<file path="src/hdl/pawg_pkg.sv">
// Package with the waveform codes, register indexes and reset constants of the waveform generator.
package pawg_pkg;

   typedef enum logic [1:0] {
      WAVE_TRIANGLE = 2'd0,
      WAVE_SAW      = 2'd1,
      WAVE_SQUARE   = 2'd2,
      WAVE_NOISE    = 2'd3
   } wave_type;

   typedef enum logic [1:0] {
      CSR_WAVE_SELECT     = 2'd0,
      CSR_PHASE_INCREMENT = 2'd1,
      CSR_AMPLITUDE       = 2'd2,
      CSR_DUTY_PERCENT    = 2'd3
   } csr_index_type;

   localparam logic [31:0]        NOISE_SEED      = 32'hA3C5_D17F;
   localparam logic signed [15:0] Q15_MAX         = 16'sd32767;
   localparam logic signed [15:0] Q15_NEG_MAX     = -16'sd32767;
   localparam logic signed [15:0] AMPLITUDE_RESET = 16'sd32767;
   localparam logic [6:0]         DUTY_MAX        = 7'd100;
   // Threshold of the reset duty of 50 percent: 50 * 65535 / 100.
   localparam logic [15:0]        THRESH_RESET    = 16'd32767;
   // Reciprocal of 100 scaled by 2^30, rounded up; exact for dividends below 2^23.
   localparam logic [23:0]        DUTY_RECIP      = 24'd10737419;
   localparam int                 DUTY_SHIFT      = 30;

endpackage

</file>
<file path="src/hdl/phase_accumulator_waveform_generator.sv">
// Top level of the phase accumulator waveform generator with output register and skid stage.
//
//   channel | ports                                              | direction
//   --------+----------------------------------------------------+----------
//   req     | req_valid req_stall req_load_phase req_phase_value  | in
//           | req_block_end                                      |
//   rsp     | rsp_valid rsp_stall rsp_sample rsp_block_end_out   | out
//   csr     | csr_write_enable csr_index csr_write_data          | in
//
// One beat is accepted per cycle while req_stall is low; its sample is registered in the output
// register, or in the skid register while the output is held. The waveform select, gain multiply
// and saturation sit between the state registers and the output register as a single stage.
// Reset is synchronous and restores the register defaults, phase zero and the noise seed.
// A stalled result stays in the output register while the skid register takes one more beat;
// req_stall is high only while the skid register is full.
module phase_accumulator_waveform_generator
   import pawg_pkg::*;
(
   input  logic               clock,
   input  logic               reset,
   input  logic               req_valid,
   output logic               req_stall,
   input  logic               req_load_phase,
   input  logic [31:0]        req_phase_value,
   input  logic               req_block_end,
   output logic               rsp_valid,
   input  logic               rsp_stall,
   output logic signed [15:0] rsp_sample,
   output logic               rsp_block_end_out,
   input  logic               csr_write_enable,
   input  logic [1:0]         csr_index,
   input  logic [31:0]        csr_write_data
);

   // Configuration registers.
   wave_type           wave_ff;
   logic [31:0]        inc_ff;
   logic signed [15:0] amp_ff;
   logic [15:0]        thresh_ff;
   logic [15:0]        thresh_in;

   // Generator state.
   logic [31:0] phase_ff, phase_in;
   logic [31:0] noise_ff, noise_in;

   // Output register and skid register.
   logic               rsp_valid_ff, rsp_valid_in;
   logic signed [15:0] rsp_sample_ff, rsp_sample_in;
   logic               rsp_end_ff, rsp_end_in;
   logic               skid_valid_ff, skid_valid_in;
   logic signed [15:0] skid_sample_ff, skid_sample_in;
   logic               skid_end_ff, skid_end_in;

   logic               accept;
   logic               move;
   logic [31:0]        phase_cur;
   logic [15:0]        x;
   logic [31:0]        nz1, nz2, nz3;
   logic signed [17:0] tri_wide;
   logic signed [15:0] raw;
   logic signed [31:0] prod;
   logic signed [16:0] scaled;
   logic signed [15:0] sample_new;

   logic [6:0]  duty_clamped;
   logic [22:0] duty_scaled;
   logic [46:0] duty_prod;

   assign accept = req_valid && !req_stall;
   assign move   = rsp_valid_ff && !rsp_stall;

   // Duty threshold on the upper 16 phase bits, worked out once when the register is written.
   always_comb begin
      duty_clamped = (csr_write_data[6:0] > DUTY_MAX) ? DUTY_MAX : csr_write_data[6:0];
      duty_scaled  = {duty_clamped, 16'd0} - {16'd0, duty_clamped};
      duty_prod    = {24'd0, duty_scaled} * {23'd0, DUTY_RECIP};
      thresh_in    = duty_prod[DUTY_SHIFT +: 16];
   end

   always_comb begin
      phase_cur = req_load_phase ? req_phase_value : phase_ff;
      x         = phase_cur[31:16];

      nz1 = noise_ff ^ (noise_ff << 13);
      nz2 = nz1 ^ (nz1 >> 17);
      nz3 = nz2 ^ (nz2 << 5);

      // Rising half is 2x - 32767, falling half is 98303 - 2x.
      if (!x[15]) begin
         tri_wide = $signed({1'b0, x, 1'b0}) - 18'sd32767;
      end else begin
         tri_wide = 18'sd98303 - $signed({1'b0, x, 1'b0});
      end

      unique case (wave_ff)
         WAVE_TRIANGLE: raw = tri_wide[15:0];
         WAVE_SAW:      raw = $signed({~x[15], x[14:0]});
         WAVE_SQUARE:   raw = (x < thresh_ff) ? Q15_MAX : Q15_NEG_MAX;
         WAVE_NOISE:    raw = $signed(nz3[15:0]);
         default:       raw = Q15_MAX;
      endcase

      // Floor shift of the Q15 product; only -32768 times -32768 overflows.
      prod   = 32'(raw) * 32'(amp_ff);
      scaled = prod[31:15];
      if (scaled > 17'sd32767) begin
         sample_new = Q15_MAX;
      end else begin
         sample_new = scaled[15:0];
      end

      if (wave_ff == WAVE_NOISE) begin
         phase_in = phase_cur;
         noise_in = nz3;
      end else begin
         phase_in = phase_cur + inc_ff;
         noise_in = noise_ff;
      end
   end

   always_comb begin
      rsp_valid_in   = rsp_valid_ff;
      rsp_sample_in  = rsp_sample_ff;
      rsp_end_in     = rsp_end_ff;
      skid_valid_in  = skid_valid_ff;
      skid_sample_in = skid_sample_ff;
      skid_end_in    = skid_end_ff;
      if (!rsp_valid_ff || move) begin
         if (skid_valid_ff) begin
            // No beat is accepted while the skid register is full.
            rsp_valid_in  = 1'b1;
            rsp_sample_in = skid_sample_ff;
            rsp_end_in    = skid_end_ff;
            skid_valid_in = 1'b0;
         end else begin
            rsp_valid_in  = accept;
            rsp_sample_in = sample_new;
            rsp_end_in    = req_block_end;
         end
      end else if (accept) begin
         skid_valid_in  = 1'b1;
         skid_sample_in = sample_new;
         skid_end_in    = req_block_end;
      end
   end

   always_ff @(posedge clock) begin
      if (reset) begin
         wave_ff       <= WAVE_TRIANGLE;
         inc_ff        <= '0;
         amp_ff        <= AMPLITUDE_RESET;
         thresh_ff     <= THRESH_RESET;
         phase_ff      <= '0;
         noise_ff      <= NOISE_SEED;
         rsp_valid_ff  <= 1'b0;
         skid_valid_ff <= 1'b0;
      end else begin
         if (csr_write_enable) begin
            unique case (csr_index_type'(csr_index))
               CSR_WAVE_SELECT:     wave_ff   <= wave_type'(csr_write_data[1:0]);
               CSR_PHASE_INCREMENT: inc_ff    <= csr_write_data;
               CSR_AMPLITUDE:       amp_ff    <= $signed(csr_write_data[15:0]);
               CSR_DUTY_PERCENT:    thresh_ff <= thresh_in;
               default:             wave_ff   <= wave_ff;
            endcase
         end
         if (accept) begin
            phase_ff <= phase_in;
            noise_ff <= noise_in;
         end
         rsp_valid_ff  <= rsp_valid_in;
         skid_valid_ff <= skid_valid_in;
      end
   end

   always_ff @(posedge clock) begin
      rsp_sample_ff  <= rsp_sample_in;
      rsp_end_ff     <= rsp_end_in;
      skid_sample_ff <= skid_sample_in;
      skid_end_ff    <= skid_end_in;
   end

   assign req_stall         = skid_valid_ff;
   assign rsp_valid         = rsp_valid_ff;
   assign rsp_sample        = rsp_sample_ff;
   assign rsp_block_end_out = rsp_end_ff;

   // The skid register only fills behind a result that is held.
   a_skid_behind_output: assert property (@(posedge clock) disable iff (reset)
      skid_valid_ff |-> rsp_valid_ff)
      else $error("skid register full while output register empty");

   // Noise beats without a load leave the phase where it was.
   a_noise_keeps_phase: assert property (@(posedge clock) disable iff (reset)
      (accept && wave_ff == WAVE_NOISE && !req_load_phase) |=> $stable(phase_ff))
      else $error("phase moved on a noise beat");

   // Phase-based beats leave the noise generator alone.
   a_phase_keeps_noise: assert property (@(posedge clock) disable iff (reset)
      (accept && wave_ff != WAVE_NOISE) |=> $stable(noise_ff))
      else $error("noise register moved on a phase-based beat");

   // The xorshift generator never reaches the all-zero state.
   a_noise_nonzero: assert property (@(posedge clock) disable iff (reset)
      noise_ff != 32'd0)
      else $error("noise register is zero");

   // Floor scaling with saturation can never produce the most negative code.
   a_sample_range: assert property (@(posedge clock) disable iff (reset)
      rsp_valid_ff |-> rsp_sample_ff != -16'sd32768)
      else $error("sample outside the scaled range");

endmodule
</file>
<file path="config.mk">
export PLATFORM = sky130hd
export DESIGN_NAME = phase_accumulator_waveform_generator
export DESIGN_NICKNAME = d
export VERILOG_FILES = /design/src/hdl/pawg_pkg.sv /design/src/hdl/phase_accumulator_waveform_generator.sv
export SDC_FILE = /design/constraint.sdc
export NUM_CORES = 1
export LEC_CHECK = 0
export ABC_AREA = 0
export BUFFER_PORTS_ARGS = -buffer_cell sky130_fd_sc_hd__buf_2
export CORE_MARGIN = 3
export CORE_UTILIZATION = 34
export CTS_CLUSTER_SIZE = 10
export DETAILED_ROUTE_END_ITERATION = 10
export GPL_TIMING_DRIVEN = 0
export SYNTH_ARGS = -nofsm -noshare
export SYNTH_HDL_FRONTEND = slang
export SYNTH_SLANG_ARGS = --single-unit
</file>
<file path="constraint.sdc">
create_clock -name clock -period 10.8 [get_ports clock]
set_clock_uncertainty 0.1 [all_clocks]
set_input_delay 2.16 -clock clock [delete_from_list [all_inputs] [get_ports clock]]
set_output_delay 2.16 -clock clock [all_outputs]
set_load 0.01 [all_outputs]
</file>
==> results.cfg <==
[status]
status = complete, no violations

[setup_path]
ff2ff_setup_slack_ps = 1910
critPathMaxStageDelay_ps = 550
required_ps = 11000
critical_path.slowest_cell = fa_1
path_max_fanout = 10
critical_path_class = input pin to flop
crit_top_cell = fa_1
r2r-end = rsp_sample[14]$_DFFE_PP_
arrival_ps = 10700
rr_worst_depth = 35
critPathLaunchType = input pin
worstReg2RegStart = phase_ff[17]$_SDFFE_PP0P_
cp-end-kind = flop

[yosys]
async_reset_ff_share_pct = 0
ys_types = 82
syn_inst = 3171
synth_largest_area_cell = fa_1
syn_nets = 4066
synth_ff_type = dfxtp_1
syn_area_per_cell_um2 = 9.06
netlist.area_leader.share_pct = 31.9
syn_area_um2 = 28700
yosys-top-cells-area = fa_1 (32%), ha_1 (16%), dfxtp_1 (9.2%)
yosys_register_bits = 166
yosys_warnings = 0
ys_seq_area_share_pct = 12.8
synth_edf_count = 34

[global_route]
grt.met1_usage_pct = 28.3
grt.busiest_layer = met2
grtUsageMet2_pct = 29.5
grt_pass1_wl_um = 129000
use_met3_pct = 3.68
grt_overflow_total = 0
grt_use_total_pct = 19.2
first_global_vias = 22218
antenna_found_initial = 14
grt_max_degree = 21

[clocking]
root_buffer = clkbuf_16
cts_tree = done
cts_sinks = 166
cts_hold_buf = 0
max-clock-path-buffers = 2
clk_pin_slew_worst_paths_ps = 80
h-tree-depth = 4
numCtsBuffers = 17
insertion_delay_ps = 470

[route]
drt_iter0_markers = 1497
dr_total_vias = 22091
ant_nets = 0
firstDrtPassIters = 7
wirelength_um = 82100
drc = 0
via_per_inst = 4.96
wl_per_cell_um = 18.4

[worst_hold_path]
hold_start = phase_ff[1]$_SDFFE_PP0P_
hold_depth = 2
min_to = phase_ff[1]$_SDFFE_PP0P_
min_path_type = flop to flop

[sta]
setup_viol = 0
finalCriticalPeriod_ps = 10500
final.setup.worst_slack_ps = 303
tns_ps = 0
max_freq_mhz = 95.3
slew_headroom_pct = 21.4
max_slew.worst_pin.slew_ps = 1180
slew_violations = 0
hold_slack_ps = 363
finalCritPeriodShare_pct = 97.2
final_hold_viol_count = 0

[finish]
postLayoutCellArea_um2 = 32300
nNetsFinal = 4211
area_delta_synth_final_pct = 12.6
final_layout_size_suffix_gt1_share_pct = 9.64

[place]
place_congestion = 0.908
post-place-ws_ps = -1960
dpl_cell_area_um2 = 30600
portBuffers = 87
dp.final_hpwl_um = 69600

[floorplan]
initial_core_util_pct = 34.7
io_pins = 92
num_rows = 105
die_area_um2 = 88000
die_w_um = 297
core_um2 = 82900
dieHeight_um = 297

[job]
drv_cap = 0
## Yosys cell counts (all sizes together) (8+ instances only)
cell type and n:
o21a 15, inv 659, buf 10, mux2i 21, nor2b 14, a21oi 177
clkbuf 101, a31oi 14, xor2 56, a21o 42, o21ai 116, and3 21
nor3 19, or3 27, dfxtp 132, xnor2 104, nor2 104, and2 150
o211ai 17, mux2 19, nand4 12, a211oi 20, nand3 46, o22a 8
nand2b 12, nand2 298, a311oi 10, o21bai 10, fa 458, o31ai 8
or2 8, edfxtp 34, ha 364
## flip-flops by register name (all words and copies together) (netlist names)
name and cells:
rsp_valid 1, rsp_block_end_out 1, wave_ff 2, phase_ff 32, noise_ff 32, inc_ff 32, thresh_ff 16, rsp_sample 16
skid_sample_ff 16, req_stall 1, amp_ff 16, skid_end_ff 1
## how the worst max path moves through the flow
| stage | endpoint | cells past startpoint | startpoint | slack [ps] |
|---|---|---|---|---|
| floorplan | rsp_sample[11]$_DFFE_PP_ | 34 | req_load_phase | 10 |
| global placement | rsp_sample[8]$_DFFE_PP_ | 33 | req_load_phase | -2000 |
| detailed placement | rsp_sample[8]$_DFFE_PP_ | 33 | req_load_phase | -1960 |
| CTS | rsp_sample[12]$_DFFE_PP_ | 35 | req_load_phase | 0.5 |
| global route | rsp_sample[14]$_DFFE_PP_ | 36 | req_load_phase | -20 |
| finish | rsp_sample[14]$_DFFE_PP_ | 36 | req_load_phase | 300 |
## per-layer routing
layer / wire length (um) / share of wire, % / up-vias
li1: - / - / 10366
met5: 13 / 0.016 / -
met2: 36100 / 44 / 683
met4: 1190 / 1.5 / 2
met1: 39100 / 48 / 10951
met3: 5710 / 6.9 / 89
## through the flow
| step | utilization, % | cells |
|---|---|---|
| after global placement | 36.9 | 4381 |
| final | 39.0 | 4453 |
| after global routing | 39.0 | 4452 |
| after detailed placement | 36.9 | 4381 |
| after floorplan | - | 3171 |
| after CTS | 38.1 | 4421 |
## cell type report
cell class | count | area, um^2
Multi-Input combinational cell | 2235 | 22800
Inverter | 659 | 2480
Timing Repair Buffer | 131 | 825
Clock inverter | 14 | 144
Tap cell | 1123 | 1410
Antenna cell | 1 | 2.50
Clock buffer | 18 | 429
Sequential cell | 166 | 3660
Buffer | 106 | 543
Fill cell | 8384 | 50600
## repair_timing
| action | in CTS | in global routing |
|---|---|---|
| pin swaps | 4 | 24 |
| resized for setup | 98 | 102 |
| setup buffers | 9 | 34 |
| setup endpoints to repair | 47 | 40 |
| gates cloned | 0 | 1 |
## critical path, delay by kind of cell
family,cells,cell delay [ps]
compound gates,13,2620
simple gates,2,580
xor+xnor,1,130
mux,1,280
fa+ha+maj,8,3550
buf+inv,11,1360
## logic make-up after synthesis
logic type                 Yosys count  share of synthesized area [%]
buffers and inverters              770                           10.1
muxes                               40                           1.49
and+or+nand+nor                    728                           12.3
DFF                                166                           12.8
adders and majority gates          822                           47.8
xor gates and xnor gates           160                           4.96
AOI/OAI and AO/OA                  485                           10.6
## layout by cell type, fill, tap and decap left out, types with 16 or more instances in the layout
master | netlist | final
inv_1 | 658 | 655
fa_1 | 458 | 452
ha_1 | 364 | 355
nand2_1 | 298 | 292
a21oi_1 | 176 | 167
and2_1 | 149 | 148
dfxtp_1 | 132 | 132
o21ai_0 | 112 | 105
nor2_1 | 103 | 99
xnor2_1 | 102 | 99
buf_2 | 1 | 89
clkbuf_1 | 101 | 82
xor2_1 | 55 | 53
nand3_1 | 46 | 45
buf_4 | 1 | 41
a21o_1 | 42 | 41
edfxtp_1 | 34 | 34
or3_1 | 26 | 26
and3_1 | 21 | 21
clkbuf_16 | 0 | 19
mux2_2 | 19 | 19
nor3_1 | 18 | 17
o211ai_1 | 16 | 16
a211oi_1 | 20 | 16
Power is left out: the tool's default activity adds up to more than one toggle a clock period on the data nets, which glitch-free logic cannot reach.
